## src/hw/rtl/qte_pkg.sv

```systemverilog
// qte_pkg: shared types, widths, constants and the arctangent table for the
// quaternion to Euler heading core. No dependencies.
package qte_pkg;

  // Angle unit iterations, capped at the table depth
  localparam int ANGLE_ITERATIONS = 16;
  localparam int ITERS = (ANGLE_ITERATIONS > 32) ? 32 : ANGLE_ITERATIONS;

  localparam int QW      = 16;   // quaternion component width
  localparam int PW      = 32;   // component product width
  localparam int SW      = 35;   // sum-of-products width
  localparam int CW      = 38;   // CORDIC x/y width
  localparam int ZW      = 33;   // CORDIC angle accumulator, Q16 centidegrees
  localparam int AW      = 17;   // rounded angle width
  localparam int CNT_W   = 6;
  localparam int NUM_PROD  = 10;
  localparam int MUL_STEPS = 32;
  localparam int SQRT_STEPS = 32;

  localparam logic [16:0] FULL_TURN   = 17'd36000;
  localparam logic signed [ZW-1:0] HALF_TURN_Q16 = 33'sd1179648000;

  // Accuracy status of a fully calibrated sensor
  localparam logic [1:0] ACC_FULL = 2'd3;

  // Product slots
  localparam logic [3:0] PRD_WW = 4'd0;
  localparam logic [3:0] PRD_XX = 4'd1;
  localparam logic [3:0] PRD_YY = 4'd2;
  localparam logic [3:0] PRD_ZZ = 4'd3;
  localparam logic [3:0] PRD_XY = 4'd4;
  localparam logic [3:0] PRD_ZW = 4'd5;
  localparam logic [3:0] PRD_XZ = 4'd6;
  localparam logic [3:0] PRD_YW = 4'd7;
  localparam logic [3:0] PRD_YZ = 4'd8;
  localparam logic [3:0] PRD_XW = 4'd9;

  typedef enum logic [3:0] {
    S_IDLE, S_PROD, S_SUMS, S_PREP, S_MUL, S_SQRT,
    S_ALOAD, S_AITER, S_ASTORE, S_FINISH
  } ctrl_state_t;

  typedef enum logic [3:0] {
    OP_NONE, OP_LOAD, OP_PROD, OP_SUMS, OP_PREP, OP_MUL, OP_SQRT,
    OP_ALOAD, OP_ASTEP, OP_ASTORE, OP_FINISH
  } dp_op_t;

  typedef enum logic [1:0] {
    ANG_YAW, ANG_ROLL, ANG_PITCH
  } ang_sel_t;

  typedef struct packed {
    dp_op_t           op;
    logic [CNT_W-1:0] idx;
    ang_sel_t         sel;
  } dp_cmd_t;

  typedef struct packed {
    logic out_free;
  } dp_status_t;

  // atan(2^-i) in Q16 centidegrees
  function automatic logic [28:0] atan_q16(input logic [4:0] i);
    logic [28:0] v;
    case (i)
      5'd0:  v = 29'd294912000;
      5'd1:  v = 29'd174096719;
      5'd2:  v = 29'd91987925;
      5'd3:  v = 29'd46694507;
      5'd4:  v = 29'd23437865;
      5'd5:  v = 29'd11730358;
      5'd6:  v = 29'd5866610;
      5'd7:  v = 29'd2933484;
      5'd8:  v = 29'd1466764;
      5'd9:  v = 29'd733385;
      5'd10: v = 29'd366693;
      5'd11: v = 29'd183346;
      5'd12: v = 29'd91673;
      5'd13: v = 29'd45837;
      5'd14: v = 29'd22918;
      5'd15: v = 29'd11459;
      5'd16: v = 29'd5730;
      5'd17: v = 29'd2865;
      5'd18: v = 29'd1432;
      5'd19: v = 29'd716;
      5'd20: v = 29'd358;
      5'd21: v = 29'd179;
      5'd22: v = 29'd90;
      5'd23: v = 29'd45;
      5'd24: v = 29'd22;
      5'd25: v = 29'd11;
      5'd26: v = 29'd6;
      5'd27: v = 29'd3;
      5'd28: v = 29'd1;
      5'd29: v = 29'd1;
      default: v = 29'd0;
    endcase
    return v;
  endfunction

endpackage

```

## src/hw/rtl/qte_cordic.sv

```systemverilog
// qte_cordic: iterative CORDIC vectoring unit, one micro-rotation per step.
// Depends on qte_pkg.
module qte_cordic (
  input  logic                          clk,
  input  logic                          load,
  input  logic                          step,
  input  logic [4:0]                    shift,
  input  logic signed [qte_pkg::SW-1:0] y_in,
  input  logic signed [qte_pkg::SW-1:0] x_in,
  output logic signed [qte_pkg::AW-1:0] angle
);
  import qte_pkg::*;

  logic signed [CW-1:0] x_r, x_nxt, y_r, y_nxt;
  logic signed [ZW-1:0] z_r, z_nxt;
  logic                 frz_r, frz_nxt;
  logic signed [CW-1:0] xe, ye, dx, dy;
  logic signed [ZW-1:0] at;
  logic signed [ZW:0]   zr;

  assign xe = CW'(x_in);
  assign ye = CW'(y_in);
  assign dx = y_r >>> shift;
  assign dy = x_r >>> shift;
  assign at = $signed({4'b0, atan_q16(shift)});

  always_comb begin
    x_nxt   = x_r;
    y_nxt   = y_r;
    z_nxt   = z_r;
    frz_nxt = frz_r;
    if (load) begin
      if (ye == '0) begin
        // sine side zero: fixed answer, freeze the iterations
        frz_nxt = 1'b1;
        z_nxt   = (xe < 0) ? HALF_TURN_Q16 : '0;
      end else if (xe < 0) begin
        frz_nxt = 1'b0;
        z_nxt   = (ye > 0) ? HALF_TURN_Q16 : -HALF_TURN_Q16;
        x_nxt   = -xe;
        y_nxt   = -ye;
      end else begin
        frz_nxt = 1'b0;
        z_nxt   = '0;
        x_nxt   = xe;
        y_nxt   = ye;
      end
    end else if (step && !frz_r) begin
      if (y_r > 0) begin
        x_nxt = x_r + dx;
        y_nxt = y_r - dy;
        z_nxt = z_r + at;
      end else begin
        x_nxt = x_r - dx;
        y_nxt = y_r + dy;
        z_nxt = z_r - at;
      end
    end
  end

  always_ff @(posedge clk) begin
    x_r   <= x_nxt;
    y_r   <= y_nxt;
    z_r   <= z_nxt;
    frz_r <= frz_nxt;
  end

  // round half up to whole centidegrees
  assign zr    = (ZW+1)'(z_r) + (ZW+1)'(32768);
  assign angle = $signed(zr[AW+15:16]);

endmodule

```

## src/hw/rtl/qte_datapath.sv

```systemverilog
// qte_datapath: products, sums, pitch argument, serial multiply, square root,
// angle post-processing, heading offset and the output word register.
// Depends on qte_pkg and qte_cordic.
module qte_datapath (
  input  logic                  clk,
  input  logic                  rst_n,
  input  qte_pkg::dp_cmd_t      cmd,
  output qte_pkg::dp_status_t   status,
  input  logic                  in_command,
  input  logic signed [15:0]    in_quat_real,
  input  logic signed [15:0]    in_quat_i,
  input  logic signed [15:0]    in_quat_j,
  input  logic signed [15:0]    in_quat_k,
  input  logic [1:0]            in_accuracy_status,
  output logic                  out_valid,
  input  logic                  out_ready,
  output logic [15:0]           out_heading_centideg,
  output logic signed [14:0]    out_pitch_centideg,
  output logic signed [15:0]    out_roll_centideg,
  output logic [15:0]           out_direction_centideg,
  output logic                  out_fully_calibrated
);
  import qte_pkg::*;

  // captured word
  logic                 cmd_r;
  logic [1:0]           acc_r;
  logic signed [QW-1:0] w_r, x_r, y_r, z_r;

  logic signed [PW-1:0] prod_r [NUM_PROD];
  logic signed [QW-1:0] ma, mb;
  logic signed [PW-1:0] mp;

  logic signed [SW-1:0] yaw_y_r, yaw_x_r, roll_y_r, roll_x_r, norm_r, num_r;

  // pitch argument
  logic [32:0] d_raw, a_raw, a_sat;
  logic [31:0] pd, pa;
  logic [31:0] pa_r, m_r;
  logic [32:0] mcand_r;
  logic        neg_r;
  logic [63:0] p_r;
  logic [35:0] rem_r, rem_sh, trial;
  logic [31:0] root_r;

  logic signed [SW-1:0] cy, cx;
  logic signed [32:0]   sn;
  logic signed [AW-1:0] ang;

  logic [15:0]        yaw_r;
  logic signed [14:0] pitch_r;
  logic signed [15:0] roll_r;
  logic [15:0]        offset_r;
  logic [15:0]        off_nxt, off_mod;
  logic [16:0]        dsum;
  logic [15:0]        dir;
  logic               out_valid_r;

  function automatic logic signed [SW-1:0] sx(input logic signed [PW-1:0] v);
    return SW'(v);
  endfunction

  always_ff @(posedge clk) begin
    if (cmd.op == OP_LOAD) begin
      cmd_r <= in_command;
      acc_r <= in_accuracy_status;
      w_r   <= in_quat_real;
      x_r   <= in_quat_i;
      y_r   <= in_quat_j;
      z_r   <= in_quat_k;
    end
  end

  // one product a cycle through a single multiplier
  always_comb begin
    case (cmd.idx[3:0])
      PRD_WW:  begin ma = w_r; mb = w_r; end
      PRD_XX:  begin ma = x_r; mb = x_r; end
      PRD_YY:  begin ma = y_r; mb = y_r; end
      PRD_ZZ:  begin ma = z_r; mb = z_r; end
      PRD_XY:  begin ma = x_r; mb = y_r; end
      PRD_ZW:  begin ma = z_r; mb = w_r; end
      PRD_XZ:  begin ma = x_r; mb = z_r; end
      PRD_YW:  begin ma = y_r; mb = w_r; end
      PRD_YZ:  begin ma = y_r; mb = z_r; end
      PRD_XW:  begin ma = x_r; mb = w_r; end
      default: begin ma = '0;  mb = '0;  end
    endcase
  end
  assign mp = ma * mb;

  always_ff @(posedge clk) begin
    if (cmd.op == OP_PROD) begin
      prod_r[cmd.idx[3:0]] <= mp;
    end
  end

  always_ff @(posedge clk) begin
    if (cmd.op == OP_SUMS) begin
      yaw_y_r  <= (sx(prod_r[PRD_XY]) + sx(prod_r[PRD_ZW])) <<< 1;
      yaw_x_r  <= sx(prod_r[PRD_XX]) - sx(prod_r[PRD_YY])
                - sx(prod_r[PRD_ZZ]) + sx(prod_r[PRD_WW]);
      roll_y_r <= (sx(prod_r[PRD_YZ]) + sx(prod_r[PRD_XW])) <<< 1;
      roll_x_r <= sx(prod_r[PRD_ZZ]) + sx(prod_r[PRD_WW])
                - sx(prod_r[PRD_XX]) - sx(prod_r[PRD_YY]);
      norm_r   <= sx(prod_r[PRD_XX]) + sx(prod_r[PRD_YY])
                + sx(prod_r[PRD_ZZ]) + sx(prod_r[PRD_WW]);
      num_r    <= (sx(prod_r[PRD_YW]) - sx(prod_r[PRD_XZ])) <<< 1;
    end
  end

  // saturate the sine numerator to the norm, halve both when the norm is large
  assign d_raw = norm_r[32:0];
  assign a_raw = num_r[SW-1] ? 33'(-num_r) : num_r[32:0];
  assign a_sat = (a_raw > d_raw) ? d_raw : a_raw;
  assign pd    = (d_raw[32] | d_raw[31]) ? d_raw[32:1] : d_raw[31:0];
  assign pa    = (d_raw[32] | d_raw[31]) ? a_sat[32:1] : a_sat[31:0];

  assign rem_sh = {rem_r[33:0], p_r[63:62]};
  assign trial  = {2'b00, root_r, 2'b01};

  always_ff @(posedge clk) begin
    case (cmd.op)
      OP_PREP: begin
        pa_r    <= pa;
        neg_r   <= num_r[SW-1];
        mcand_r <= {1'b0, pd} + {1'b0, pa};
        m_r     <= pd - pa;
        p_r     <= '0;
        rem_r   <= '0;
        root_r  <= '0;
      end
      OP_MUL: begin
        // shift-add, multiplier bits MSB first
        p_r <= {p_r[62:0], 1'b0} + (m_r[31] ? {31'b0, mcand_r} : 64'b0);
        m_r <= {m_r[30:0], 1'b0};
      end
      OP_SQRT: begin
        // one result bit per step
        p_r <= {p_r[61:0], 2'b00};
        if (rem_sh >= trial) begin
          rem_r  <= rem_sh - trial;
          root_r <= {root_r[30:0], 1'b1};
        end else begin
          rem_r  <= rem_sh;
          root_r <= {root_r[30:0], 1'b0};
        end
      end
      default: begin
      end
    endcase
  end

  assign sn = neg_r ? -$signed({1'b0, pa_r}) : $signed({1'b0, pa_r});

  always_comb begin
    case (cmd.sel)
      ANG_YAW:   begin cy = yaw_y_r;  cx = yaw_x_r;  end
      ANG_ROLL:  begin cy = roll_y_r; cx = roll_x_r; end
      default:   begin cy = SW'(sn);  cx = SW'($signed({1'b0, root_r})); end
    endcase
  end

  qte_cordic u_cordic (
    .clk   (clk),
    .load  (cmd.op == OP_ALOAD),
    .step  (cmd.op == OP_ASTEP),
    .shift (cmd.idx[4:0]),
    .y_in  (cy),
    .x_in  (cx),
    .angle (ang)
  );

  always_ff @(posedge clk) begin
    if (cmd.op == OP_ASTORE) begin
      case (cmd.sel)
        ANG_YAW:  yaw_r <= (ang < 0) ? 16'(ang + $signed({1'b0, FULL_TURN}))
                                     : 16'(ang);
        ANG_ROLL: roll_r <= (ang > 17'sd18000) ? 16'sd18000 :
                            (ang < -17'sd18000) ? -16'sd18000 : 16'(ang);
        default:  pitch_r <= (ang > 17'sd9000) ? 15'sd9000 :
                             (ang < -17'sd9000) ? -15'sd9000 : 15'(ang);
      endcase
    end
  end

  // direction = heading minus offset, wrapped
  assign off_nxt = cmd_r ? yaw_r : offset_r;
  assign off_mod = ({1'b0, off_nxt} >= FULL_TURN) ? 16'({1'b0, off_nxt} - FULL_TURN)
                                                   : off_nxt;
  assign dsum    = {1'b0, yaw_r} + FULL_TURN - {1'b0, off_mod};
  assign dir     = (dsum >= FULL_TURN) ? 16'(dsum - FULL_TURN) : dsum[15:0];

  always_ff @(posedge clk) begin
    if (!rst_n) begin
      offset_r    <= '0;
      out_valid_r <= 1'b0;
    end else begin
      if (cmd.op == OP_FINISH) begin
        offset_r    <= off_nxt;
        out_valid_r <= 1'b1;
      end else if (out_ready) begin
        out_valid_r <= 1'b0;
      end
    end
  end

  always_ff @(posedge clk) begin
    if (cmd.op == OP_FINISH) begin
      out_heading_centideg   <= yaw_r;
      out_pitch_centideg     <= pitch_r;
      out_roll_centideg      <= roll_r;
      out_direction_centideg <= dir;
      out_fully_calibrated   <= (acc_r == ACC_FULL);
    end
  end

  assign out_valid       = out_valid_r;
  assign status.out_free = !out_valid_r || out_ready;

endmodule

```

## src/hw/rtl/qte_ctrl.sv

```systemverilog
// qte_ctrl: sequencer for the heading core; steps the datapath through
// products, pitch argument, square root and three angle passes.
// Depends on qte_pkg.
module qte_ctrl (
  input  logic                clk,
  input  logic                rst_n,
  input  logic                in_valid,
  output logic                in_ready,
  input  qte_pkg::dp_status_t status,
  output qte_pkg::dp_cmd_t    cmd
);
  import qte_pkg::*;

  ctrl_state_t      state_r, state_nxt;
  logic [CNT_W-1:0] cnt_r, cnt_nxt;
  ang_sel_t         sel_r, sel_nxt;

  always_ff @(posedge clk) begin
    if (!rst_n) begin
      state_r <= S_IDLE;
      cnt_r   <= '0;
      sel_r   <= ANG_YAW;
    end else begin
      state_r <= state_nxt;
      cnt_r   <= cnt_nxt;
      sel_r   <= sel_nxt;
    end
  end

  always_comb begin
    state_nxt = state_r;
    cnt_nxt   = cnt_r + 1'b1;
    sel_nxt   = sel_r;
    case (state_r)
      S_IDLE: begin
        cnt_nxt = '0;
        if (in_valid) state_nxt = S_PROD;
      end
      S_PROD: begin
        if (cnt_r == CNT_W'(NUM_PROD - 1)) state_nxt = S_SUMS;
      end
      S_SUMS: state_nxt = S_PREP;
      S_PREP: begin
        cnt_nxt   = '0;
        state_nxt = S_MUL;
      end
      S_MUL: begin
        if (cnt_r == CNT_W'(MUL_STEPS - 1)) begin
          cnt_nxt   = '0;
          state_nxt = S_SQRT;
        end
      end
      S_SQRT: begin
        if (cnt_r == CNT_W'(SQRT_STEPS - 1)) begin
          sel_nxt   = ANG_YAW;
          state_nxt = S_ALOAD;
        end
      end
      S_ALOAD: begin
        cnt_nxt   = '0;
        state_nxt = S_AITER;
      end
      S_AITER: begin
        if (cnt_r == CNT_W'(ITERS - 1)) state_nxt = S_ASTORE;
      end
      S_ASTORE: begin
        case (sel_r)
          ANG_YAW:  begin sel_nxt = ANG_ROLL;  state_nxt = S_ALOAD; end
          ANG_ROLL: begin sel_nxt = ANG_PITCH; state_nxt = S_ALOAD; end
          default:  state_nxt = S_FINISH;
        endcase
      end
      S_FINISH: begin
        if (status.out_free) state_nxt = S_IDLE;
      end
      default: state_nxt = S_IDLE;
    endcase
  end

  always_comb begin
    in_ready = 1'b0;
    cmd.op   = OP_NONE;
    cmd.idx  = cnt_r;
    cmd.sel  = sel_r;
    case (state_r)
      S_IDLE: begin
        in_ready = 1'b1;
        if (in_valid) cmd.op = OP_LOAD;
      end
      S_PROD:   cmd.op = OP_PROD;
      S_SUMS:   cmd.op = OP_SUMS;
      S_PREP:   cmd.op = OP_PREP;
      S_MUL:    cmd.op = OP_MUL;
      S_SQRT:   cmd.op = OP_SQRT;
      S_ALOAD:  cmd.op = OP_ALOAD;
      S_AITER:  cmd.op = OP_ASTEP;
      S_ASTORE: cmd.op = OP_ASTORE;
      S_FINISH: if (status.out_free) cmd.op = OP_FINISH;
      default:  cmd.op = OP_NONE;
    endcase
  end

endmodule

```

## src/hw/rtl/quaternion_to_euler_heading_core.sv

```systemverilog
// quaternion_to_euler_heading_core: top level, quaternion sample in, yaw /
// pitch / roll / direction out. Depends on qte_pkg, qte_ctrl, qte_datapath.
//
//   channel | direction | handshake            | word
//   in_     | input     | in_valid / in_ready   | command, four Q14 components, status
//   out_    | output    | out_valid / out_ready | heading, pitch, roll, direction, calib
//
// Sequence: a word is taken while idle, then 10 products on one 16x16
//   multiplier, the sums, the pitch setup, 32 shift-add steps for the pitch
//   cosine product, 32 square-root steps, three passes of the shared CORDIC
//   unit (load, iterations, store) and the result load; a new word is
//   taken only after the result load of the word before it.
// Reset: rst_n low clears the sequencer, the output valid and the zero offset.
// Stalls: a finished result waits in the output register; the next word is
//   taken while it waits, and the core holds before its own result load
//   only if the previous result is still not taken.
module quaternion_to_euler_heading_core (
  input  logic               clk,
  input  logic               rst_n,
  input  logic               in_valid,
  output logic               in_ready,
  input  logic               in_command,
  input  logic signed [15:0] in_quat_real,
  input  logic signed [15:0] in_quat_i,
  input  logic signed [15:0] in_quat_j,
  input  logic signed [15:0] in_quat_k,
  input  logic [1:0]         in_accuracy_status,
  output logic               out_valid,
  input  logic               out_ready,
  output logic [15:0]        out_heading_centideg,
  output logic signed [14:0] out_pitch_centideg,
  output logic signed [15:0] out_roll_centideg,
  output logic [15:0]        out_direction_centideg,
  output logic               out_fully_calibrated
);
  import qte_pkg::*;

  dp_cmd_t    cmd;
  dp_status_t status;

  // sequencer: one word at a time
  qte_ctrl u_ctrl (
    .clk      (clk),
    .rst_n    (rst_n),
    .in_valid (in_valid),
    .in_ready (in_ready),
    .status   (status),
    .cmd      (cmd)
  );

  // arithmetic, offset register and output word register
  qte_datapath u_dp (
    .clk                    (clk),
    .rst_n                  (rst_n),
    .cmd                    (cmd),
    .status                 (status),
    .in_command             (in_command),
    .in_quat_real           (in_quat_real),
    .in_quat_i              (in_quat_i),
    .in_quat_j              (in_quat_j),
    .in_quat_k              (in_quat_k),
    .in_accuracy_status     (in_accuracy_status),
    .out_valid              (out_valid),
    .out_ready              (out_ready),
    .out_heading_centideg   (out_heading_centideg),
    .out_pitch_centideg     (out_pitch_centideg),
    .out_roll_centideg      (out_roll_centideg),
    .out_direction_centideg (out_direction_centideg),
    .out_fully_calibrated   (out_fully_calibrated)
  );

endmodule

```

## config.mk

```make
export PLATFORM = sky130hd
export DESIGN_NAME = quaternion_to_euler_heading_core
export DESIGN_NICKNAME = d
export VERILOG_FILES = /design/src/hw/rtl/qte_pkg.sv /design/src/hw/rtl/qte_cordic.sv /design/src/hw/rtl/qte_datapath.sv /design/src/hw/rtl/qte_ctrl.sv /design/src/hw/rtl/quaternion_to_euler_heading_core.sv
export SDC_FILE = /design/constraint.sdc
export NUM_CORES = 2
export LEC_CHECK = 0
export BUFFER_PORTS_ARGS = -buffer_cell sky130_fd_sc_hd__buf_2
export CAP_MARGIN = 10
export CORE_UTILIZATION = 65
export DETAILED_ROUTE_END_ITERATION = 8
export GPL_TIMING_DRIVEN = 0
export PLACE_DENSITY = 0.85
export SLEW_MARGIN = 20
export SYNTH_ARGS = -nofsm -noshare
export SYNTH_HDL_FRONTEND = slang
export SYNTH_SLANG_ARGS = --single-unit
```

## constraint.sdc

```tcl
create_clock -name clk -period 12.01 [get_ports clk]
set_input_delay 2.402 -clock clk [delete_from_list [all_inputs] [get_ports clk]]
set_output_delay 2.402 -clock clk [all_outputs]
set_load 0.02 [all_outputs]
```

==> summary by stage <==
Routing
Across all layers, the routed design uses 75,470 vias. Once detail routing completed, the nets flagged for antenna violations numbered 0. Wires add up to 301,200 um. The first-pass iteration count of the detailed router is 9. The detailed-route vias per instance is 6.647. The number of DRC markers after the initial detailed-route iteration is 8,655. After detailed routing, the average wire length per cell comes to 26.53 um. The number of remaining DRC errors is 1.

CTS
The number of hold buffers added after cts is 0. The number of buffers between clock root and the deepest sink is 3. The clock-pin slew reported for the worst setup and hold paths after clock tree synthesis is 60 ps. The clock sink count is 1,096. The H-tree depth reported by CTS is 3. The clock latency at the later pin of the worst-skew pair is 810 ps. Clock tree synthesis selected as its root buffer the cell sky130_fd_sc_hd__clkbuf_16. TritonCTS built the clock tree. The total clock buffers created by CTS is 114.

Yosys
The prevailing post-synth register cell is sky130_fd_sc_hd__edfxtp_1. The number of enable-type register cells in the synthesized netlist is 1,038. Counting instances in the post-synthesis netlist gives the leading cell types as 1,038 x sky130_fd_sc_hd__edfxtp_1, 888 x sky130_fd_sc_hd__inv_1, 818 x sky130_fd_sc_hd__nor2_1, 707 x sky130_fd_sc_hd__nand2_1, 672 x sky130_fd_sc_hd__ha_1. The mapped cell area is 0.08986 sq mm. In this run, synthesis produced a sequential element count of 1,096. When the netlist entered floorplanning its net count stood at 10,310.

The yosys synthesis warning count is 0. The average instance area after synthesis is 9.809 sq um. By area the synthesized netlist is led by sky130_fd_sc_hd__edfxtp_1 35%, sky130_fd_sc_hd__ha_1 9.4%, sky130_fd_sc_hd__fa_1 9.0%, sky130_fd_sc_hd__xnor2_1 4.9%, sky130_fd_sc_hd__inv_1 3.7%.

After synthesis, the share of flip-flops with an asynchronous set or reset is 0%. After technology mapping, the gate count stands at 9,161. The portion of the post-synthesis area used by sequential elements is 35.98%. The library cell occupying the most area in the post-synthesis netlist is sky130_fd_sc_hd__edfxtp_1. The area share of the leading cell type in the synthesized netlist is 34.69%. The unique cell type count in the Yosys netlist is 94.

In the post-synthesis netlist, the cell with the most instances is sky130_fd_sc_hd__edfxtp_1.

Setup path
By startpoint and endpoint, the worst setup path is classified as reg2reg. Data on the critical path is required at its endpoint by 12,650 ps. The largest driver fanout on the critical path is 19.

The longest individual stage delay on the worst path is 620 ps. The most numerous cell type found on the critical path is sky130_fd_sc_hd__fa_1. The top cell family by delay on the critical path is adder cells. The combined buffer and inverter count along the critical path is 10. The standard cell with the maximum stage delay on the critical path is sky130_fd_sc_hd__dfxtp_1.

The worst setup path is captured at a flop. STA classifies the critical path startpoint as a flop. The reg2reg setup slack is 280 ps. At the worst endpoint, the arrival time is 12,370 ps.

STA
Setup violations remaining at the end of the flow were counted as 0. The clock arrives with 84.43 ps of skew. The final period utilization is 97.70%. The maximum operating frequency is 85.23 MHz. The post-route setup TNS is 0 ps.

The number of pins with negative max-slew slack in the final report is 0. The final critical-path required period is 11,730 ps. The final-report hold violation count is 0. Setup repair after global routing left no endpoint under its margin. The worst-case headroom to the max-slew limit is 17.74%. For the pin with the worst max-slew slack, the measured transition is 1234 ps.

Floorplan
The floorplan die height is 373.8 um. For this configuration, the core starts out at a cell density of 65.43%. The boundary pin count is 137. The floorplan has 136 rows.

The total area inside the core boundary comes to 0.1373 sq mm. The overall die width is 373.8 um. The area of the die is 0.1397 sq mm.

Global route
The all-layer global routing usage is 42.48%. The via count of the first global-routing pass was 74,180. The initial antenna violation count is 11.

The maximum number of pins on one net before global-route repair is 66. The wire length of the first global-routing pass is 447,500 um. The total congestion overflow is 0.

Run
The max-cap violation count is 0.

Place
Buffers placed on the I/O ports in this run total 136. The routability congestion estimate from global placement is 1.049. The detailed placement HPWL is 237,400 um.

Layout
The storage element area is 0.03233 sq mm. After the last flow step, the layout net total stands at 10,600. Counting the fill cells in the layout gives 9,667. From synthesis to final layout, the design area changed by 9.229%. The multi-input combinational cell area is 0.05340 sq mm. The fraction of final layout cells sized beyond drive strength 1 is 7.483%.

Status
The flow ran to the end, but the final reports show violations. The checks that failed: design-rule violations.

Hold path
The path type of the worst min-delay path is reg2reg.
## cells by family after synthesis
kind of cell               Yosys count  synth area share (%)
AOI/OAI and AO/OA                 2263                 16.05
muxes                              285                 4.253
DFF                               1096                 35.98
xor gates and xnor gates           759                 7.398
adders and majority gates         1074                 18.31
buffers and inverters             1192                 5.084
and+or+nand+nor                   2492                 12.92
## cells in the final DEF, fill, tap and decap left out, types with 35 or more instances in the layout
cell type | netlist | layout
sky130_fd_sc_hd__nor2_1 | 818 | 812
sky130_fd_sc_hd__clkbuf_16 | 0 | 114
sky130_fd_sc_hd__inv_1 | 888 | 886
sky130_fd_sc_hd__dfxtp_1 | 58 | 58
sky130_fd_sc_hd__and2_1 | 92 | 89
sky130_fd_sc_hd__nor3_1 | 174 | 170
sky130_fd_sc_hd__a21o_1 | 235 | 235
sky130_fd_sc_hd__nor4_1 | 50 | 50
sky130_fd_sc_hd__nand3_1 | 139 | 139
sky130_fd_sc_hd__or3_1 | 56 | 56
sky130_fd_sc_hd__and3_1 | 73 | 64
sky130_fd_sc_hd__ha_1 | 672 | 672
sky130_fd_sc_hd__o21a_1 | 72 | 72
sky130_fd_sc_hd__xor2_1 | 257 | 250
sky130_fd_sc_hd__mux4_2 | 70 | 70
sky130_fd_sc_hd__xnor2_1 | 502 | 480
sky130_fd_sc_hd__nor2b_1 | 92 | 91
sky130_fd_sc_hd__a21oi_1 | 655 | 650
sky130_fd_sc_hd__o21bai_1 | 85 | 85
sky130_fd_sc_hd__nand2b_1 | 107 | 107
sky130_fd_sc_hd__a31oi_1 | 76 | 76
sky130_fd_sc_hd__mux2i_1 | 141 | 140
sky130_fd_sc_hd__buf_2 | 15 | 152
sky130_fd_sc_hd__edfxtp_1 | 1038 | 1038
sky130_fd_sc_hd__a211oi_1 | 77 | 77
sky130_fd_sc_hd__fa_1 | 402 | 402
sky130_fd_sc_hd__o31ai_1 | 73 | 72
sky130_fd_sc_hd__mux2_2 | 72 | 72
sky130_fd_sc_hd__or2_2 | 37 | 37
sky130_fd_sc_hd__a22o_1 | 35 | 35
sky130_fd_sc_hd__nand4_1 | 52 | 52
sky130_fd_sc_hd__nand2_1 | 707 | 706
sky130_fd_sc_hd__clkbuf_1 | 232 | 218
sky130_fd_sc_hd__o21ai_0 | 530 | 529
## sequential cells by signal (all words and copies together), names as in the netlist, 29 cells and up
| signal | cells |
|---|---|
| u_dp.u_cordic.x_r | 38 |
| u_dp.u_cordic.y_r | 38 |
| u_dp.norm_r | 33 |
| u_dp.u_cordic.z_r | 33 |
| u_dp.p_r | 64 |
| u_dp.u_cordic.at | 29 |
| u_dp.roll_y_r | 33 |
| u_dp.roll_x_r | 35 |
| u_dp.rem_r | 34 |
| u_dp.root_r | 32 |
| u_dp.prod_r | 320 |
| u_dp.mcand_r | 33 |
| u_dp.pa_r | 32 |
| u_dp.m_r | 32 |
| u_dp.num_r | 33 |
| u_dp.yaw_x_r | 35 |
| u_dp.yaw_y_r | 33 |
## repair_timing
| action | CTS | global route |
|---|---|---|
| endpoints found under the setup margin | 134 | 36 |
| setup buffers | 0 | 0 |
| resized for setup | 21 | 34 |
| hold endpoints to repair | 0 | 0 |
## cell type report
class                   count  area share [%]
inverters                 895           3.433
well taps                1794           2.287
clock buffers             130           2.978
flip-flops and latches   1096           32.94
plain buffers             291           1.261
multi-input cells        6873           54.41
diodes                      4         0.01020
repair buffers            187           1.548
clock inverters            83           1.133
## final timing paths
| path | startpoint | endpoint | depth (start not counted) |
|---|---|---|---|
| worst min register to register | u_dp.roll_r[2]$_SDFFCE_PP0P_ | u_dp.out_roll_centideg[2]$_DFFE_PP_ | 0 |
| worst min-delay path | u_dp.roll_r[2]$_SDFFCE_PP0P_ | u_dp.out_roll_centideg[2]$_DFFE_PP_ | 0 |
| worst max register to register | u_ctrl.cnt_r[2]$_SDFF_PN0_ | u_dp.prod_r[3][31]$_DFFE_PP_ | 33 |
| worst max-delay path | u_ctrl.cnt_r[2]$_SDFF_PN0_ | u_dp.prod_r[3][31]$_DFFE_PP_ | 33 |
## per-layer routing
metal	vias to the layer above	global-route usage, %	part of all wire, %
met4	16	27.47	7.7
met1	36660	51.50	36
met3	1089	9.123	10
li1	33290	-	-
met2	4412	68.78	46
met5	-	0	0.032
## worst register-to-register path, delay by kind of cell (launching register included)
family	cells	cell delay [ps]
AND/OR/NAND/NOR	7	1660
flip-flops	1	620
adder cells (fa/ha/maj)	7	3530
XOR/XNOR	1	480
AO/OA/AOI/OAI	8	2160
buffers and inverters	10	3170
## metrics by stage
step                      std cells  hold WS (ps)  utilization (%)  setup slack, ps  instance area, sq um
after floorplan                9161         400.3                -             2472                 89860
after global placement        11090         400.2            67.57            -3511                 92780
after detailed placement      11140         404.5            68.45            -1369                 94000
after CTS                     11350         417.5            71.43            14.45                 98080
after global routing          11350         419.5            71.47            132.9                 98140
final                         11350         416.7            71.47            276.4                 98150
Power is not shown: default switching activity piles up to over one toggle a cycle in this logic, so the estimate is an artifact.
